--- config.mk ---
export PLATFORM = sky130hd
export DESIGN_NAME = serial_bank_mapper
export DESIGN_NICKNAME = d
export VERILOG_FILES = /design/src/sv/sbm_pkg.sv /design/src/sv/serial_bank_mapper.sv /design/src/sv/sbm_front.sv /design/src/sv/sbm_queue.sv /design/src/sv/sbm_back.sv
export SDC_FILE = /design/constraint.sdc
export NUM_CORES = 1
export LEC_CHECK = 0
export BUFFER_PORTS_ARGS = -buffer_cell sky130_fd_sc_hd__buf_2
export CORE_UTILIZATION = 58
export DETAILED_ROUTE_END_ITERATION = 8
export PLACE_DENSITY = 0.8
export SETUP_SLACK_MARGIN = 0.15
export SLEW_MARGIN = 15
export SYNTH_ARGS = -nofsm -noshare
export SYNTH_HDL_FRONTEND = slang
export SYNTH_SLANG_ARGS = --single-unit
--- constraint.sdc ---
create_clock -name clk -period 3.2 [get_ports clk]
set_input_delay 0.32 -clock clk [delete_from_list [all_inputs] [get_ports clk]]
set_output_delay 0.32 -clock clk [all_outputs]
set_load 0.01 [all_outputs]
--- src/sv/sbm_pkg.sv ---
// ----------------------------------------------------------------------------
// Serial bank mapper package
// Shared types and codes for the bus classifier, the queue and the executor.
// ----------------------------------------------------------------------------
package sbm_pkg;

  localparam logic [2:0] FUNC_TICK      = 3'd0;
  localparam logic [2:0] FUNC_CPU_READ  = 3'd1;
  localparam logic [2:0] FUNC_CPU_WRITE = 3'd2;
  localparam logic [2:0] FUNC_PPU_READ  = 3'd3;
  localparam logic [2:0] FUNC_PPU_WRITE = 3'd4;

  localparam logic [2:0] TGT_NONE    = 3'd0;
  localparam logic [2:0] TGT_PRG_ROM = 3'd1;
  localparam logic [2:0] TGT_PRG_RAM = 3'd2;
  localparam logic [2:0] TGT_CHR_ROM = 3'd3;
  localparam logic [2:0] TGT_CHR_RAM = 3'd4;
  localparam logic [2:0] TGT_NT_RAM  = 3'd5;

  localparam logic [2:0] KIND_SNROM = 3'd1;
  localparam logic [2:0] KIND_SOROM = 3'd2;
  localparam logic [2:0] KIND_SUROM = 3'd3;
  localparam logic [2:0] KIND_SXROM = 3'd4;

  localparam logic [1:0] CFG_BOARD_KIND  = 2'd0;
  localparam logic [1:0] CFG_HAS_CHR_ROM = 2'd1;
  localparam logic [1:0] CFG_HAS_CHR_RAM = 2'd2;

  localparam logic [1:0] REG_CONTROL  = 2'd0;
  localparam logic [1:0] REG_CHR_LOW  = 2'd1;
  localparam logic [1:0] REG_CHR_HIGH = 2'd2;
  localparam logic [1:0] REG_PRG      = 2'd3;

  localparam logic [1:0] HOLD_TICKS = 2'd2;
  localparam logic [2:0] SHIFT_LAST = 3'd4;

  typedef enum logic [3:0] {
    OP_NOP,
    OP_TICK,
    OP_OPEN_READ,
    OP_PLAIN_WRITE,
    OP_WRAM_READ,
    OP_WRAM_WRITE,
    OP_PRG_READ,
    OP_PORT_WRITE,
    OP_NT_READ,
    OP_NT_WRITE,
    OP_CHR_READ,
    OP_CHR_WRITE
  } op_t;

  typedef struct packed {
    op_t         op;
    logic [15:0] address;
    logic [7:0]  data;
  } entry_t;

  typedef struct packed {
    logic [2:0] board_kind;
    logic       has_chr_rom;
    logic       has_chr_ram;
  } cfg_t;

  typedef struct packed {
    logic [2:0]  target;
    logic [18:0] mem_address;
    logic        mem_write;
    logic [7:0]  bus_data;
  } result_t;

endpackage

--- src/sv/serial_bank_mapper.sv ---
// ----------------------------------------------------------------------------
// Serial bank mapper
// Cartridge bank controller with a five-bit serial load port.
// ----------------------------------------------------------------------------
// Each input transaction is one bus event (tick, CPU read or write, PPU read
// or write) given by func, address and data_in. Each produces exactly one
// output transaction naming the target memory, the translated address, the
// write strobe and the bus data.
// The board variant and fitted character memories are set through the
// configuration write port; the user writes it only while the block is idle,
// which the block does not enforce. An accepted transaction enters a short
// queue after classification; the executor takes one queue entry per cycle
// unless the output stalls, updates the banking registers and loads the
// result register. The block sustains one transaction per cycle unless stalled.
// When the receiver stalls, the result register holds and the queue absorbs
// up to QUEUE_DEPTH further transactions before in_ready drops.
// Reset clears the queue and output and restores the power-on bank state.
// ----------------------------------------------------------------------------
module serial_bank_mapper #(
  parameter int QUEUE_DEPTH = 2
) (
  input  logic        clk,
  input  logic        rst,
  input  logic        cfg_we,
  input  logic [1:0]  cfg_index,
  input  logic [2:0]  cfg_wdata,
  input  logic        in_valid,
  output logic        in_ready,
  input  logic [2:0]  func,
  input  logic [15:0] address,
  input  logic [7:0]  data_in,
  output logic        out_valid,
  input  logic        out_ready,
  output logic [2:0]  target,
  output logic [18:0] mem_address,
  output logic        mem_write,
  output logic [7:0]  bus_data
);
  import sbm_pkg::*;

  cfg_t    cfg;
  entry_t  push_entry;
  entry_t  head_entry;
  result_t result;
  logic    push;
  logic    queue_full;
  logic    pop;
  logic    head_valid;

  always_ff @(posedge clk) begin
    if (rst) begin
      cfg <= '0;
    end else if (cfg_we) begin
      unique case (cfg_index)
        CFG_BOARD_KIND:  cfg.board_kind <= cfg_wdata;
        CFG_HAS_CHR_ROM: cfg.has_chr_rom <= cfg_wdata[0];
        CFG_HAS_CHR_RAM: cfg.has_chr_ram <= cfg_wdata[0];
        default: cfg <= cfg;
      endcase
    end
  end

  sbm_front u_front (
    .in_valid   (in_valid),
    .in_ready   (in_ready),
    .func       (func),
    .address    (address),
    .data_in    (data_in),
    .push       (push),
    .entry      (push_entry),
    .queue_full (queue_full)
  );

  sbm_queue #(
    .DEPTH (QUEUE_DEPTH)
  ) u_queue (
    .clk        (clk),
    .rst        (rst),
    .push       (push),
    .push_entry (push_entry),
    .full       (queue_full),
    .pop        (pop),
    .head_valid (head_valid),
    .head_entry (head_entry)
  );

  sbm_back u_back (
    .clk        (clk),
    .rst        (rst),
    .cfg        (cfg),
    .head_valid (head_valid),
    .head_entry (head_entry),
    .pop        (pop),
    .out_valid  (out_valid),
    .out_ready  (out_ready),
    .result     (result)
  );

  assign target      = result.target;
  assign mem_address = result.mem_address;
  assign mem_write   = result.mem_write;
  assign bus_data    = result.bus_data;

  a_write_has_target : assert property (@(posedge clk) disable iff (rst)
    out_valid && mem_write |-> target != TGT_NONE)
    else $error("memory write without a target");

  a_none_zero_address : assert property (@(posedge clk) disable iff (rst)
    out_valid && target == TGT_NONE |-> mem_address == '0 && !mem_write)
    else $error("nonzero address without a target");

  a_full_only_on_stall : assert property (@(posedge clk) disable iff (rst)
    !in_ready |-> $past(out_valid && !out_ready))
    else $error("queue filled without an output stall");

endmodule

--- src/sv/sbm_front.sv ---
// ----------------------------------------------------------------------------
// Serial bank mapper bus classifier
// Decodes each incoming bus transaction into an operation for the executor.
// ----------------------------------------------------------------------------
module sbm_front (
  input  logic            in_valid,
  output logic            in_ready,
  input  logic [2:0]      func,
  input  logic [15:0]     address,
  input  logic [7:0]      data_in,
  output logic            push,
  output sbm_pkg::entry_t entry,
  input  logic            queue_full
);
  import sbm_pkg::*;

  op_t op;
  logic wram_window;

  assign wram_window = (address[15:13] == 3'b011);

  always_comb begin
    unique case (func)
      FUNC_TICK: op = OP_TICK;
      FUNC_CPU_READ: begin
        if (wram_window) op = OP_WRAM_READ;
        else if (address[15]) op = OP_PRG_READ;
        else op = OP_OPEN_READ;
      end
      FUNC_CPU_WRITE: begin
        if (wram_window) op = OP_WRAM_WRITE;
        else if (address[15]) op = OP_PORT_WRITE;
        else op = OP_PLAIN_WRITE;
      end
      FUNC_PPU_READ: op = address[13] ? OP_NT_READ : OP_CHR_READ;
      FUNC_PPU_WRITE: op = address[13] ? OP_NT_WRITE : OP_CHR_WRITE;
      default: op = OP_NOP;
    endcase
  end

  assign in_ready      = !queue_full;
  assign push          = in_valid && !queue_full;
  assign entry.op      = op;
  assign entry.address = address;
  assign entry.data    = data_in;

endmodule

--- src/sv/sbm_queue.sv ---
// ----------------------------------------------------------------------------
// Serial bank mapper operation queue
// Small FIFO that decouples the classifier from the executor.
// ----------------------------------------------------------------------------
module sbm_queue #(
  parameter int DEPTH = 2
) (
  input  logic            clk,
  input  logic            rst,
  input  logic            push,
  input  sbm_pkg::entry_t push_entry,
  output logic            full,
  input  logic            pop,
  output logic            head_valid,
  output sbm_pkg::entry_t head_entry
);
  import sbm_pkg::*;

  localparam int PW = (DEPTH > 1) ? $clog2(DEPTH) : 1;
  localparam int CW = $clog2(DEPTH + 1);
  localparam logic [PW-1:0] LAST = PW'(DEPTH - 1);
  localparam logic [CW-1:0] FULL_COUNT = CW'(DEPTH);

  entry_t        slots [DEPTH];
  logic [PW-1:0] wr_ptr;
  logic [PW-1:0] rd_ptr;
  logic [CW-1:0] count;

  assign full       = (count == FULL_COUNT);
  assign head_valid = (count != '0);
  assign head_entry = slots[rd_ptr];

  always_ff @(posedge clk) begin
    if (push) begin
      slots[wr_ptr] <= push_entry;
    end
  end

  always_ff @(posedge clk) begin
    if (rst) begin
      wr_ptr <= '0;
      rd_ptr <= '0;
      count  <= '0;
    end else begin
      if (push) begin
        wr_ptr <= (wr_ptr == LAST) ? '0 : wr_ptr + 1'b1;
      end
      if (pop) begin
        rd_ptr <= (rd_ptr == LAST) ? '0 : rd_ptr + 1'b1;
      end
      if (push && !pop) begin
        count <= count + 1'b1;
      end else if (pop && !push) begin
        count <= count - 1'b1;
      end
    end
  end

endmodule

--- src/sv/sbm_back.sv ---
// ----------------------------------------------------------------------------
// Serial bank mapper executor
// Holds the banking registers, runs the serial load port and translates each
// access into a target memory and address, one operation per unstalled cycle.
// ----------------------------------------------------------------------------
module sbm_back (
  input  logic             clk,
  input  logic             rst,
  input  sbm_pkg::cfg_t    cfg,
  input  logic             head_valid,
  input  sbm_pkg::entry_t  head_entry,
  output logic             pop,
  output logic             out_valid,
  input  logic             out_ready,
  output sbm_pkg::result_t result
);
  import sbm_pkg::*;

  logic [1:0] write_hold, write_hold_next;
  logic [2:0] shift_count, shift_count_next;
  logic [4:0] shift_bits, shift_bits_next;
  logic [1:0] mirror_select, mirror_select_next;
  logic       prg_fixed_slot, prg_fixed_slot_next;
  logic       prg_half_mode, prg_half_mode_next;
  logic       chr_half_mode, chr_half_mode_next;
  logic [4:0] chr_bank_low, chr_bank_low_next;
  logic [4:0] chr_bank_high, chr_bank_high_next;
  logic [3:0] prg_bank, prg_bank_next;
  logic       wram_off, wram_off_next;

  logic [15:0] a;
  logic [7:0]  d;
  logic        wram_blocked;
  logic        outer_bank;
  logic [3:0]  prg_bank4;
  logic [4:0]  prg_bank5;
  logic [1:0]  ram_bank;
  logic [4:0]  chr_bank;
  logic        nt_page;
  logic [18:0] prg_rom_addr;
  logic [18:0] prg_ram_addr;
  logic [18:0] chr_addr;
  logic [18:0] nt_addr;
  logic [4:0]  shifted;
  result_t     res;

  assign a   = head_entry.address;
  assign d   = head_entry.data;
  assign pop = head_valid && (!out_valid || out_ready);

  assign wram_blocked = (cfg.board_kind == KIND_SNROM) && chr_bank_low[4];
  assign outer_bank   = (cfg.board_kind == KIND_SUROM) || (cfg.board_kind == KIND_SXROM);

  always_comb begin
    if (prg_half_mode) begin
      if (a[14] != prg_fixed_slot) prg_bank4 = prg_bank;
      else prg_bank4 = a[14] ? 4'hf : 4'h0;
    end else begin
      prg_bank4 = {prg_bank[3:1], a[14]};
    end
    prg_bank5 = {outer_bank ? chr_bank_low[4] : 1'b0, prg_bank4};

    if (cfg.board_kind == KIND_SOROM) ram_bank = {1'b0, chr_bank_low[3]};
    else if (outer_bank) ram_bank = chr_bank_low[3:2];
    else ram_bank = 2'b00;

    if (chr_half_mode) chr_bank = a[12] ? chr_bank_high : chr_bank_low;
    else chr_bank = {chr_bank_low[4:1], a[12]};

    unique case (mirror_select)
      2'd0: nt_page = 1'b0;
      2'd1: nt_page = 1'b1;
      2'd2: nt_page = a[10];
      default: nt_page = a[11];
    endcase
  end

  assign prg_rom_addr = {prg_bank5, a[13:0]};
  assign prg_ram_addr = {4'b0000, ram_bank, a[12:0]};
  assign chr_addr     = {2'b00, chr_bank, a[11:0]};
  assign nt_addr      = {8'h00, nt_page, a[9:0]};

  always_comb begin
    res = '0;
    unique case (head_entry.op)
      OP_OPEN_READ: res.bus_data = d;
      OP_PLAIN_WRITE, OP_PORT_WRITE: res.bus_data = d;
      OP_WRAM_READ: begin
        if (wram_blocked) begin
          res.bus_data = d;
        end else if (!wram_off) begin
          res.target      = TGT_PRG_RAM;
          res.mem_address = prg_ram_addr;
        end
      end
      OP_WRAM_WRITE: begin
        res.bus_data = d;
        if (!wram_blocked && !wram_off) begin
          res.target      = TGT_PRG_RAM;
          res.mem_address = prg_ram_addr;
          res.mem_write   = 1'b1;
        end
      end
      OP_PRG_READ: begin
        res.target      = TGT_PRG_ROM;
        res.mem_address = prg_rom_addr;
      end
      OP_NT_READ: begin
        res.target      = TGT_NT_RAM;
        res.mem_address = nt_addr;
      end
      OP_NT_WRITE: begin
        res.target      = TGT_NT_RAM;
        res.mem_address = nt_addr;
        res.mem_write   = 1'b1;
        res.bus_data    = d;
      end
      OP_CHR_READ: begin
        if (cfg.has_chr_rom) begin
          res.target      = TGT_CHR_ROM;
          res.mem_address = chr_addr;
        end else if (cfg.has_chr_ram) begin
          res.target      = TGT_CHR_RAM;
          res.mem_address = chr_addr;
        end else begin
          res.bus_data = d;
        end
      end
      OP_CHR_WRITE: begin
        res.bus_data = d;
        if (cfg.has_chr_ram) begin
          res.target      = TGT_CHR_RAM;
          res.mem_address = chr_addr;
          res.mem_write   = 1'b1;
        end
      end
      default: res = '0;
    endcase
  end

  assign shifted = {d[0], shift_bits[4:1]};

  always_comb begin
    write_hold_next     = write_hold;
    shift_count_next    = shift_count;
    shift_bits_next     = shift_bits;
    mirror_select_next  = mirror_select;
    prg_fixed_slot_next = prg_fixed_slot;
    prg_half_mode_next  = prg_half_mode;
    chr_half_mode_next  = chr_half_mode;
    chr_bank_low_next   = chr_bank_low;
    chr_bank_high_next  = chr_bank_high;
    prg_bank_next       = prg_bank;
    wram_off_next       = wram_off;
    if (head_entry.op == OP_TICK) begin
      if (write_hold != 2'd0) write_hold_next = write_hold - 1'b1;
    end else if (head_entry.op == OP_PORT_WRITE && write_hold == 2'd0) begin
      write_hold_next = HOLD_TICKS;
      if (d[7]) begin
        shift_count_next    = '0;
        prg_half_mode_next  = 1'b1;
        prg_fixed_slot_next = 1'b1;
      end else begin
        shift_bits_next = shifted;
        if (shift_count == SHIFT_LAST) begin
          shift_count_next = '0;
          unique case (a[14:13])
            REG_CONTROL: begin
              mirror_select_next  = shifted[1:0];
              prg_fixed_slot_next = shifted[2];
              prg_half_mode_next  = shifted[3];
              chr_half_mode_next  = shifted[4];
            end
            REG_CHR_LOW:  chr_bank_low_next = shifted;
            REG_CHR_HIGH: chr_bank_high_next = shifted;
            REG_PRG: begin
              prg_bank_next = shifted[3:0];
              wram_off_next = shifted[4];
            end
            default: prg_bank_next = prg_bank;
          endcase
        end else begin
          shift_count_next = shift_count + 1'b1;
        end
      end
    end
  end

  always_ff @(posedge clk) begin
    if (rst) begin
      write_hold     <= '0;
      shift_count    <= '0;
      shift_bits     <= '0;
      mirror_select  <= '0;
      prg_fixed_slot <= 1'b1;
      prg_half_mode  <= 1'b1;
      chr_half_mode  <= 1'b0;
      chr_bank_low   <= 5'd0;
      chr_bank_high  <= 5'd1;
      prg_bank       <= '0;
      wram_off       <= 1'b0;
      out_valid      <= 1'b0;
    end else begin
      if (pop) begin
        write_hold     <= write_hold_next;
        shift_count    <= shift_count_next;
        shift_bits     <= shift_bits_next;
        mirror_select  <= mirror_select_next;
        prg_fixed_slot <= prg_fixed_slot_next;
        prg_half_mode  <= prg_half_mode_next;
        chr_half_mode  <= chr_half_mode_next;
        chr_bank_low   <= chr_bank_low_next;
        chr_bank_high  <= chr_bank_high_next;
        prg_bank       <= prg_bank_next;
        wram_off       <= wram_off_next;
        out_valid      <= 1'b1;
      end else if (out_ready) begin
        out_valid <= 1'b0;
      end
    end
  end

  always_ff @(posedge clk) begin
    if (pop) begin
      result <= res;
    end
  end

endmodule

# == Yosys cells after proc, flatten, opt, wreduce, memory -nomap -nowiden ==
# Memory sizes are Yosys's and may differ from the RTL's. A register that Yosys moved wholly into a read port is not among the register bits.
# Index checks and enable logic that the tools add are counted.
# op_classes
add_sub_neg,6
multipliers,0
n_div,0
order_cmp,0
n_eq_ne,31
shifts,0
mux,49
bitwise,2
reduce_logical,40
# op_table
operator,count
$pmux W22 S6,1
$mux W22,3
$mux W21,2
$mux W8,3
$pmux W8 S3,1
$reduce_and A6 Y1,4
$mux W23,1
$mux W4,5
$pmux W4 S5,1
$mux W2,9
$eq A4 B3 Y1 const B,4
$eq A4 B4 Y1 const B,4
$eq A3 B2 Y1 const B,5
$mux W1,15
$reduce_bool A2 Y1,7
$mux W3,4
$eq A2 B2 Y1 const B,5
$mux W5,2
$eq A3 B3 Y1 const B,3
$eq A4 B2 Y1 const B,2
$logic_not A2 Y1,4
$logic_and A1 B1 Y1,7
$eq A2 B1 Y1 const B,3
$eq A3 B1 Y1 const B,2
other kinds (18),31
# totals
register_bits,71
latchBits,0
ramBits,56
rom_bits,0
inputBits,37
elab_cells,151
mem_count,1
# memory_table
name,depth,word_bits,rd,rd_clocked_by_memory_dff,write_ports,line_no,text
u_queue.slots,2,28,1,1,1,sbm_queue.sv:24,entry_t slots [DEPTH];

# == Depth between registers and ports, before layout ==
# Gate-level depths: netlist of the first run.
# depth
ltp_word,7
depth_mapped,8

# == By module ==
# From an unflattened synthesis of the first run, not the netlist that was laid out.
# hier_totals
cells_unflattened,423
area_unflattened_um2,5530.3
# modules_own_cells
mod,instances,cells_per_inst,area_per_inst_um2,seq_area_each_um2
sbm_back,1,255,2792.7,1531.5
sbm_queue,1,109,2234.6,1781.7
sbm_front,1,38,269.0,0.0
serial_bank_mapper,1,21,234.0,100.1

# == Worst setup path after synthesis of the first run ==
# Ideal clock, no wire load.
# synth_path
path_kind,flip-flop to flip-flop
from,register u_back.out_valid
to,register u_queue.count[1]
setup_ns,0.070
arrival_time_ns,2.841
required_time_ns,3.130
setup_slack_ns,0.288
stages_incl_launch_ff,7
n_path_buf,0
cell_sequence,dfxtp_1 -> nor2b_1 -> nor2_1 -> inv_1 -> ha_1 -> or3_1 -> a21oi_1
# synth_via
elab_chain_cells,6
word_cells_on_any_way,8
cone_classes,1 x mux; 7 x reduce/logical
# synth_rtl
element,line_no,text
start: declaration,sbm_back.sv:13,"output logic out_valid,"
start signal: assignment,sbm_back.sv:202,out_valid <= 1'b0;
start signal: assignment,sbm_back.sv:216,out_valid <= 1'b1;
start signal: assignment,sbm_back.sv:218,out_valid <= 1'b0;
$logic_not A1 Y1 *,sbm_back.sv:49,assign pop = head_valid && (!out_valid || out_ready);
$logic_or A1 B1 Y1 *,sbm_back.sv:49,
$logic_and A1 B1 Y1 *,sbm_back.sv:49,
net pop,serial_bank_mapper.sv:47,logic pop;
$logic_not A1 Y1,sbm_queue.sv:51,if (push && !pop) begin
$logic_and A1 B1 Y1,sbm_queue.sv:51,
$mux W2 / $reduce_bool A2 Y1 (equally long branches),--,
end signal: assignment,sbm_queue.sv:52,count <= count + 1'b1;
end signal: assignment,sbm_queue.sv:54,count <= count - 1'b1;
end: declaration,sbm_queue.sv:27,logic [CW-1:0] count;
# Mark *: on every way through the listed nets, which the timed path passes. The rest lies on a longest branch.
# A chain may end at the register's enable or synchronous reset.

==> results of run 1 <==
==> power by group through the flow <==
stage / Clock (mW) / Sequential (mW) / Combinational (mW)
finish: 1.87 / 2.36 / 1.32
global route: 1.95 / 2.40 / 1.43
CTS: 1.88 / 2.35 / 1.31
detailed placement: 0 / 2.38 / 1.27
global placement: 0 / 2.36 / 1.23
floorplan: 0 / 2.44 / 0.782
==> worst max path at each step <==
stage                              to              from  cells past startpoint  slack (ns)
floorplan            u_queue.count[1]  u_back.out_valid                      6        0.29
global placement     u_queue.count[1]         out_ready                      7        0.92
detailed placement   u_queue.count[1]  u_queue.count[0]                      6        0.85
CTS                  u_queue.count[1]  u_queue.count[0]                      6        0.81
global route         u_queue.count[1]  u_queue.count[0]                      6        0.63
finish              u_back.result[21]         flip-flop                      4        0.82
==> state kept, by name, indices dropped and copies added, names as in the netlist, 3 cells and up, named ones only <==
signal	count
cfg	5
u_back.chr_bank_high	5
u_back.chr_bank_low	5
u_back.prg_bank	4
u_back.result	31
u_back.shift_bits	4
u_back.shift_count	3
u_queue.slots	54
==> through the flow <==
step / power (mW) / cells / area (µm²) / worst slack [ns]
3_5_place_dp: 3.64 / 627 / 6000 / 0.849
5_1_grt: 5.78 / 678 / 6770 / 0.630
3_3_place_gp: 3.59 / 627 / 6000 / 0.923
6_report: 5.54 / 678 / 6770 / 0.821
2_1_floorplan: 3.22 / 438 / 5540 / 0.288
4_1_cts: 5.53 / 678 / 6770 / 0.815
==> area by class of cell <==
cell class	instances	area share
Sequential cell	125	0.496
Multi-Input combinational cell	289	0.305
Timing Repair Buffer	93	0.0847
Clock buffer	18	0.0617
Clock inverter	14	0.0238
Tap cell	129	0.0238
Inverter	10	0.00555
==> cell usage in the layout (no fill, tap or decap), types with 3 or more instances in the layout <==
master         count
nand3b_1           5
o221ai_1           3
buf_2             69
xnor2_1            4
nand3_1            9
buf_4              5
nand4_1            4
nor3b_1            4
clkinv_4           4
o21ai_0           11
nor3_1             5
ha_1               4
clkbuf_16         16
nor2_1            24
o32ai_1            3
inv_6              4
inv_1             10
nor2b_1            3
mux2_2             3
xor2_1             3
edfxtp_1          85
nand2b_1          27
dfxtp_1           39
a21oi_1           39
nand2_1           22
dlygate4sd3_1     19
and3_1             5
mux2i_1           51
o211ai_1           5
o22ai_1            5
==> worst register-to-register path, cell delays in order, from the launching register on <==
cell       delay, ns
dfxtp_2         0.80
mux2i_1         0.42
nand2b_1        0.34
o2111ai_1       0.14
a221oi_1        0.43
==> cell families (layout without fill, tap and decap cells) <==
logic type,count (synthesis),count (layout)
simple gates,129,129
compound gates,94,94
xor+xnor,7,7
fa+ha+maj,4,4
flops,125,125
buf+inv,24,135
mux,55,55
==> routing by layer <==
metal,up-vias,share of wire
met5,-,0
met4,0,0.035
met3,41,0.050
met2,160,0.51
met1,1927,0.40
li1,1862,-
==> impl_summary.txt, run 1 <==
----------------------------------------------------
[Status]
  Result of the run ... finished clean

[Worst setup path]
  Number of cells on the worst reg-to-reg path ... 4
  Critical-path cell list ... mux2i_1, nand2b_1, o2111ai_1, a221oi_1
  Class of the most critical setup path ... reg -> reg
  Highest-delay cell along the critical path ... dfxtp_2
  Startpoint type of the worst setup path ... flip-flop
  Kind of end point of the critical path ... flip-flop
  Worst Path Buf+Inv ... 0
  Crit path max-delay family ... flip-flops
  Longest individual stage delay on the worst path ... 0.80 ns
  WP data required ... 3.48 ns
  R2R Path End ... u_back.result[21]
  Maximum net fanout on the critical path ... 34
  Flop2flop setup slack ... 0.82 ns
  Critical Path AT ... 2.65 ns

[Logic synthesis]
  Average instance area after synthesis ... 12.7 µm²
  Post-synthesis cell area ... 5540 µm²
  Largest area contributor in the netlist ... edfxtp_1
  Area contributors post-synth ... edfxtp_1 46%, dfxtp_1 14%, mux2i_1 9.2%
  Share of the synthesized area in compound gates (AO/OA/AOI/OAI) ... 0.115
  Synth Instances ... 438
  Post-synthesis mux area share ... 0.102
  Number of enable flip-flop cells after synthesis ... 85
  Adder-cell share of the synthesized area ... 0.00903
  Area share of the largest cell type after synthesis ... 0.460
  Yosys warning count ... 0
  Sequential element share of the synthesized area ... 0.605
  Register bit count reported by yosys ... 125
  Synth cell types ... 67
  Synth top cells by count ... 85 x edfxtp_1, 51 x mux2i_1, 40 x dfxtp_1
  Top FF cell, synth ... edfxtp_1
  Synth async-reset ratio ... 0
  Post-synth net total ... 479
  Most frequently used cell type in the post-synthesis netlist ... edfxtp_1
  Main combinational cell family by area after synthesis ... simple AND/OR/NAND/NOR gates
  Simple-Gate Fraction of Synth Area ... 0.133
  Post-synthesis share of cell area spent on xor and xnor gates ... 0.0111

[Placement]
  Half-perimeter wire length after detailed placement ... 7.74 mm
  Number of buffers added on ports ... 69
  Weighted congestion at the end of routability-driven global placement ... 0.868

[Timing]
  Fin crit period ... 2.38 ns
  Final hold viol count ... 0
  Worst slew pin tran ... 0.999 ns
  Worst hold slack ... 0.0157 ns
  Max-slew violation count ... 0
  Worst rel slew slack ... 0.333
  Post-route fraction of the period consumed by the critical path ... 0.743
  Setup clock skew after layout ... 0.00930 ns
  Max Clock Freq ... 420 MHz
  RSZ-0062 raised after global routing ... false
  Final number of setup-violating endpoints ... 0
  Post-Route Setup TNS ... 0 ns

[Floorplanning]
  Starting utilization of the core area ... 0.600
  Die X-Extent ... 99.8 µm
  Placeable core area ... 9240 µm²
  Number of cell rows ... 35
  Die ar. ... 9950 µm²
  Number of primary I/O pins ... 70
  Die boundary height ... 99.8 µm

[Pwr]
  Max VDD drop ... 0.546 mV
  Share of total power in the clock network ... 0.337
  Sw Pwr ... 1.75 mW
  Cell Int Power ... 3.79 mW
  Switching power share of the total ... 0.316
  Logic pwr share ... 0.238
  Leak ... 2.58 nW
  Cell Pwr Density ... 819 nW/µm²
  Seq pwr share ... 0.426

[Final layout]
  Net total in the final layout ... 577
  Share of layout cells above drive strength 1 ... 0.240
  Count of filler cells inserted in the layout ... 624
  Antenna diode instance count ... 0
  Multi-input combinational cell area ... 2060 µm²
  Final core area utilization ... 0.733
  Synthesis-to-finish area growth ... 22.1%
  Area of all sequential standard cells ... 3350 µm²

[Global routing]
  Met3 Track Usage GR ... 0.0627
  Global-route wire length before repair ... 20.1 mm
  GRT busiest layer ... met2
  Maximum number of pins on one net before global-route repair ... 50
  GRT Resource Usage Total ... 0.270
  Met1 global-route usage ... 0.324
  Met2 layer usage reported by global route ... 0.459
  Vias in the first global route ... 3,930
  Antenna violations before repair ... 0
  Remaining Overflow, GRT ... 0

[Clock network]
  Total of hold buffers inserted after clock tree synthesis ... 19
  Max Root-Sink Buffers ... 2
  Depth of the CTS H-tree ... 4
  CTS-repair resized insts ... 0
  CTS root buffer ... clkbuf_8
  Number of buffers inserted by post-CTS setup repair ... 0
  Clock transition at the registers of the reported paths ... 0.06 ns
  Clock Latency Late Sink ... 0.52 ns
  Clock buffer count from CTS ... 17
  Clock sinks ... 125
  CTS tree ... built

[Detailed routing]
  Wirelength per Cell ... 18.4 µm
  DRC viols ... 0
  Vias per cell ... 5.88
  Wirelength, routed ... 12.5 mm
  First-pass iteration count of the detailed router ... 6
  Detailed Route Iter0 Violations ... 270
  Vias ... 3,990
  Remaining antenna violation count ... 0

[Worst hold path]
  Worst Hold Depth ... 1
  Class of the worst hold path ... in -> reg
  Endpoint with the worst hold slack ... u_queue.slots[0][11]
  Min-Delay Startpoint ... address[3]

[Job]
  Count of maximum capacitance violations ... 0

----------------------------------------------------
Power figures use the tool's default switching activity.
==> run 2, diff against run 1 <==
==> constraint.sdc (replaced) <==
create_clock -name clk -period 2.2 [get_ports clk]
set_input_delay 0.22 -clock clk [delete_from_list [all_inputs] [get_ports clk]]
set_output_delay 0.22 -clock clk [all_outputs]
set_load 0.01 [all_outputs]
==> impl_summary.txt, run 2 (synthesized netlist as in run 1, its figures left out) <==
----------------------------------------------------
[Global routing]
  GRT Resource Usage Total ... 0.280 (+0.00964)
  Maximum number of pins on one net before global-route repair ... 36 (-28%)
  Antenna violations before repair ... 0 (unchanged)
  Remaining Overflow, GRT ... 0 (unchanged)
  Global-route wire length before repair ... 20.4 mm (+1.7%)
  Vias in the first global route ... 4,050 (+3.1%)

[Clock network]
  CTS root buffer ... clkbuf_8
  Max Root-Sink Buffers ... 2 (unchanged)
  CTS tree ... built
  Clock Latency Late Sink ... 0.53 ns (about the same)
  Clock buffer count from CTS ... 17 (unchanged)
  Clock transition at the registers of the reported paths ... 0.06 ns (about the same)
  Depth of the CTS H-tree ... 4 (unchanged)
  Clock sinks ... 125 (unchanged)

[Final layout]
  Net total in the final layout ... 594 (+2.9%)
  Top library cells by usage in the layout, fill and taps aside ... 85 x edfxtp_1, 69 x buf_2, 51 x mux2i_1
  Largest register by flop count ... u_queue.slots
  Final core area utilization ... 0.756 (+0.0230)
  Synthesis-to-finish area growth ... 25.9%
  Largest register FFs ... 54 (unchanged)
  Antenna diode instance count ... 0 (unchanged)
  Registers with the highest flip-flop counts ... u_queue.slots (54), u_back.result (31)
  Layout Cells excl Fill ... 695 (+2.5%)
  Count of filler cells inserted in the layout ... 560 (-10%)
  Share of layout cells above drive strength 1 ... 0.254 (+0.0140)
  Most frequent standard cell in the layout excluding fill and tap cells ... edfxtp_1

[Pwr]
  Leak ... 2.69 nW (+4.2%)
  Max VDD drop ... 0.780 mV (+43%)
  Cell Pwr Density ... 1210 nW/µm² (+48%)

[Timing]
  Max Clock Freq ... 496 MHz (+18%)
  RSZ-0062 raised after global routing ... false
  Worst slew pin tran ... 0.657 ns (-0.341 ns)
  Post-Route Setup TNS ... 0 ns (unchanged)
  Post-route fraction of the period consumed by the critical path ... 0.916 (+0.173)
  Fin crit period ... 2.02 ns (-0.362 ns)
  Worst rel slew slack ... 0.561 (+0.228)
  Final hold viol count ... 0 (unchanged)
  Setup clock skew after layout ... 0.00641 ns (-0.00289 ns)
  Max-slew violation count ... 0 (unchanged)
  Final number of setup-violating endpoints ... 0 (unchanged)

[Detailed routing]
  Vias ... 4,151 (+4.0%)
  Remaining antenna violation count ... 0 (unchanged)
  Wirelength, routed ... 13.3 mm (+6.4%)
  Met1 wire length ... 5.13 mm (+2.0%)
  DRC viols ... 0 (unchanged)
  First-pass iteration count of the detailed router ... 5 (-1)
  Vias per cell ... 5.97 (+1.5%)
  Sum of met2 wire segment lengths after detailed routing ... 6.70 mm (+5.0%)
  Wirelength per Cell ... 19.1 µm (+3.7%)
  Detailed Route Iter0 Violations ... 289 (+7.0%)
  Top layer used by detailed routing ... met4
  Met3 WL ... 892 µm (+42%)

[Status]
  Result of the run ... finished clean

[Worst setup path]
  Class of the most critical setup path ... reg -> reg
  Startpoint type of the worst setup path ... flip-flop
  Kind of end point of the critical path ... flip-flop
  Critical Path AT ... 2.37 ns (-0.28 ns)
  Maximum net fanout on the critical path ... 17 (-50%)
  WP data required ... 2.56 ns (-0.92 ns)
  Flop2flop setup slack ... 0.18 ns (-0.64 ns)

[Job]
  Count of maximum capacitance violations ... 0 (unchanged)

[Worst hold path]
  Class of the worst hold path ... in -> reg

[Floorplanning]
  Number of primary I/O pins ... 70 (unchanged)
  Die ar. ... 9950 µm² (unchanged)
  Starting utilization of the core area ... 0.600 (unchanged)
  Number of cell rows ... 35 (unchanged)
  Die boundary height ... 99.8 µm (unchanged)
  Placeable core area ... 9240 µm² (unchanged)
  Die X-Extent ... 99.8 µm (unchanged)

[Placement]
  Instance count after placement with tap cells included ... 635 (+1.3%)
  Number of buffers added on ports ... 69 (unchanged)
  Half-perimeter wire length after detailed placement ... 7.76 mm (+0.20%)
  Weighted congestion at the end of routability-driven global placement ... 0.884 (+1.9%)

----------------------------------------------------
run 2: layout make-up:
cell class | count | area [µm²] | share of cell area
clock buffer | 18 | 418 | 0.0599
sequential | 125 | 3360 | 0.481
tap | 129 | 161 | 0.0231
multi-input combinational | 289 | 2080 | 0.298
inverter | 10 | 37.5 | 0.00538
timing repair buffer | 110 | 722 | 0.103
clock inverter | 14 | 205 | 0.0294
run 2: per-stage QoR:
| stage | power (mW) | instance area (µm²) | worst slack, ns | hold WS [ns] |
|---|---|---|---|---|
| 4_1_cts | 8.38 | 6950 | 0.227 | 0.0386 |
| 2_1_floorplan | 4.68 | 5550 | 0.197 | 0.319 |
| 3_3_place_gp | 5.28 | 6060 | 0.188 | 0.407 |
| 3_5_place_dp | 5.34 | 6060 | 0.0678 | 0.411 |
| 5_1_grt | 8.76 | 6980 | 0.148 | 0.0614 |
| 6_report | 8.45 | 6980 | 0.184 | 0.0538 |
run 2: power by group:
group	switching, mW	total [mW]	leakage (nW)	internal [mW]
sequential	0.244	3.40	1.14	3.16
combinational	1.29	2.08	1.25	0.788
clock	1.10	2.97	0.303	1.87
total	2.64	8.45	2.69	5.81
run 2: layer usage:
metal	GRT usage	vias up
met5	0	-
met4	0.143	0
met3	0.0780	57
met2	0.473	214
met1	0.329	1978
li1	-	1902
run 2: timing repair:
action	CTS	global route
gates resized for setup	3	2
setup endpoints to repair	17	5
setup buffers	0	2
hold buffers	26	0
hold endpoints to repair	51	0
run 2: worst max-delay path: stages, from the launching register on:
cell and delay [ns]:
dfxtp_4 0.48, buf_6 0.25, mux2i_4 0.37, buf_4 0.17, a211o_1 0.14, nand2_2 0.16
a21oi_1 0.27
run 2: path summary, 6_finish.rpt:
kind,start,to,depth (start not counted)
worst min-delay path,func[2],u_queue.slots[0][26],2
worst max register to register,flip-flop,u_back.result[14],6
worst max-delay path,flip-flop,u_back.result[14],6
worst min register to register,u_back.chr_bank_high[3],u_back.chr_bank_high[3],2
==> run 3, diff against run 2 <==
--- a/config.mk
+++ b/config.mk
@@ -6,9 +6,9 @@
 export NUM_CORES = 1
 export LEC_CHECK = 0
 export BUFFER_PORTS_ARGS = -buffer_cell sky130_fd_sc_hd__buf_2
-export CORE_UTILIZATION = 58
+export CORE_UTILIZATION = 55
 export DETAILED_ROUTE_END_ITERATION = 8
-export PLACE_DENSITY = 0.8
+export PLACE_DENSITY = 0.76
 export SETUP_SLACK_MARGIN = 0.15
 export SLEW_MARGIN = 15
 export SYNTH_ARGS = -nofsm -noshare
==> impl_summary.txt, run 3 (synthesized netlist as in run 1, its figures left out) <==
----------------------------------------------------
[Detailed routing]
  Vias ... 4,029 (-2.9%)
  DRC viols ... 0 (unchanged)
  Sum of met2 wire segment lengths after detailed routing ... 6.19 mm (-7.5%)
  Vias per cell ... 5.76 (-3.6%)
  Met3 WL ... 656 µm (-26%)
  Remaining antenna violation count ... 0 (unchanged)
  First-pass iteration count of the detailed router ... 5 (unchanged)
  Met1 wire length ... 5.12 mm (-0.25%)
  Top layer used by detailed routing ... met4
  Wirelength per Cell ... 17.5 µm (-8.2%)
  Detailed Route Iter0 Violations ... 241 (-17%)
  Wirelength, routed ... 12.3 mm (-7.5%)

[Worst setup path]
  Critical-path cell list ... buf_4, or3b_4, nand2_1, o2111ai_1, a221oi_2
  Highest-delay cell along the critical path ... or3b_4
  Number of cells on the worst reg-to-reg path ... 5 (-1)
  Startpoint type of the worst setup path ... flip-flop
  WP data required ... 2.53 ns (-0.03 ns)
  Kind of end point of the critical path ... flip-flop
  Class of the most critical setup path ... reg -> reg
  Longest individual stage delay on the worst path ... 0.43 ns (-0.05 ns)
  Maximum net fanout on the critical path ... 15 (-2)
  Critical Path AT ... 2.36 ns (about the same)

[Clock network]
  Clock transition at the registers of the reported paths ... 0.06 ns (about the same)
  CTS tree ... built
  Clock sinks ... 125 (unchanged)
  CTS root buffer ... clkbuf_8
  Max Root-Sink Buffers ... 2 (unchanged)
  Clock Latency Late Sink ... 0.52 ns (about the same)
  Depth of the CTS H-tree ... 4 (unchanged)
  Clock buffer count from CTS ... 17 (unchanged)

[Global routing]
  Remaining Overflow, GRT ... 0 (unchanged)
  Vias in the first global route ... 3,745 (-7.5%)
  Maximum number of pins on one net before global-route repair ... 43 (+19%)
  GRT Resource Usage Total ... 0.243 (-0.0375)
  Global-route wire length before repair ... 18.6 mm (-9.1%)
  Antenna violations before repair ... 0 (unchanged)

[Timing]
  Final number of setup-violating endpoints ... 0 (unchanged)
  Fin crit period ... 2.04 ns (+0.0197 ns)
  Max-slew violation count ... 0 (unchanged)
  Worst rel slew slack ... 0.569 (+0.00809)
  Post-route fraction of the period consumed by the critical path ... 0.925 (+0.00895)
  RSZ-0062 raised after global routing ... true
  Fin worst setup slack ... 0.164 ns (-0.0197 ns)
  Max Clock Freq ... 491 MHz (-0.97%)
  Worst slew pin tran ... 0.646 ns (-0.0107 ns)
  Setup clock skew after layout ... 0.00450 ns (-0.00190 ns)
  Post-Route Setup TNS ... 0 ns (unchanged)
  Worst hold slack ... 0.0640 ns (+0.0102 ns)
  Final hold viol count ... 0 (unchanged)

[Pwr]
  Cell Int Power ... 5.82 mW (+0.11%)
  Cell Pwr Density ... 1190 nW/µm² (-1.3%)
  Share of total power in the clock network ... 0.351 (about the same)
  Leak ... 2.69 nW (about the same)
  Sw Pwr ... 2.55 mW (-3.1%)
  Power after layout ... 8.37 mW (-0.91%)
  Switching power share of the total ... 0.305 (-0.00704)
  Logic pwr share ... 0.246 (about the same)
  Max VDD drop ... 0.860 mV (+10%)
  Seq pwr share ... 0.402 (about the same)

[Floorplanning]
  Starting utilization of the core area ... 0.567 (-0.0328)
  Die boundary height ... 102 µm (+2.6%)
  Die ar. ... 10,500 µm² (+5.3%)
  Number of cell rows ... 36 (+2.9%)
  Number of primary I/O pins ... 70 (unchanged)
  Placeable core area ... 9770 µm² (+5.8%)
  Die X-Extent ... 102 µm (+2.6%)

[Placement]
  Weighted congestion at the end of routability-driven global placement ... 0.895 (+1.2%)
  Placement-stage worst setup slack ... 0.126 ns (+0.0581 ns)
  Number of buffers added on ports ... 69 (unchanged)
  Half-perimeter wire length after detailed placement ... 7.82 mm (+0.77%)

[Worst hold path]
  Worst Hold Depth ... 2 (unchanged)
  Class of the worst hold path ... in -> reg

[Final layout]
  Final core area utilization ... 0.717 (-0.0387)
  Largest register by flop count ... u_queue.slots
  Most frequent standard cell in the layout excluding fill and tap cells ... edfxtp_1
  Top library cells by usage in the layout, fill and taps aside ... 85 x edfxtp_1, 69 x buf_2, 51 x mux2i_1
  Net total in the final layout ... 595 (+0.17%)
  Synthesis-to-finish area growth ... 26.4%
  Largest register FFs ... 54 (unchanged)
  Registers with the highest flip-flop counts ... u_queue.slots (54), u_back.result (31)
  Antenna diode instance count ... 0 (unchanged)
  Share of layout cells above drive strength 1 ... 0.261 (+0.00661)
  Count of filler cells inserted in the layout ... 642 (+15%)

[Status]
  Result of the run ... finished clean

[Job]
  Count of maximum capacitance violations ... 0 (unchanged)

----------------------------------------------------
run 3: layout make-up:
| cell class | count | area, µm² | share of cell area |
|---|---|---|---|
| Clock buffer | 17 | 414 | 0.0591 |
| Clock inverter | 15 | 209 | 0.0298 |
| Inverter | 10 | 37.5 | 0.00536 |
| Multi-Input combinational cell | 289 | 2100 | 0.300 |
| Sequential cell | 125 | 3350 | 0.479 |
| Tap cell | 133 | 166 | 0.0238 |
| Timing Repair Buffer | 111 | 726 | 0.104 |
run 3: power by group through the flow:
stage	combinational [mW]	clock (mW)	sequential, mW
detailed placement	1.92	0	3.41
global route	2.23	3.07	3.42
floorplan	1.15	0	3.53
finish	2.06	2.94	3.37
CTS	1.99	2.96	3.37
global placement	1.87	0	3.39
run 3: per-layer routing:
layer | track usage | vias to the layer above
met5 | 0 | -
met3 | 0.0575 | 29
met1 | 0.296 | 1923
li1 | - | 1912
met4 | 0.123 | 0
met2 | 0.404 | 165
run 3: stage by stage:
stage	std cells	instance area [µm²]
2_1_floorplan	438	5550
3_3_place_gp	638	6060
3_5_place_dp	638	6060
4_1_cts	696	6950
5_1_grt	700	7010
6_report	700	7010
run 3: critical path, delay by kind of cell (launching register included):
| family | cells | cell delay (ns) |
|---|---|---|
| AOI/OAI and AO/OA | 2 | 0.52 |
| DFF | 1 | 0.39 |
| buffers and inverters | 1 | 0.23 |
| and+or+nand+nor | 2 | 0.69 |
run 3: final timing paths:
kind,start,endpoint,slack (ns)
hold reg to reg,u_back.shift_bits[2],u_back.shift_bits[1],0.48
hold / removal,func[2],u_queue.slots[1][26],0.06
setup reg to reg,flip-flop,u_back.result[21],0.16
setup / recovery,flip-flop,u_back.result[21],0.16
run 3: timing repair:
item                                    4_1_cts  5_1_grt
endpoints found under the hold margin        51        0
pin swaps                                     0        1
setup buffers                                 0        4
hold buffers                                 26        0
endpoints found under the setup margin        5       11
gates resized for setup                       2        4
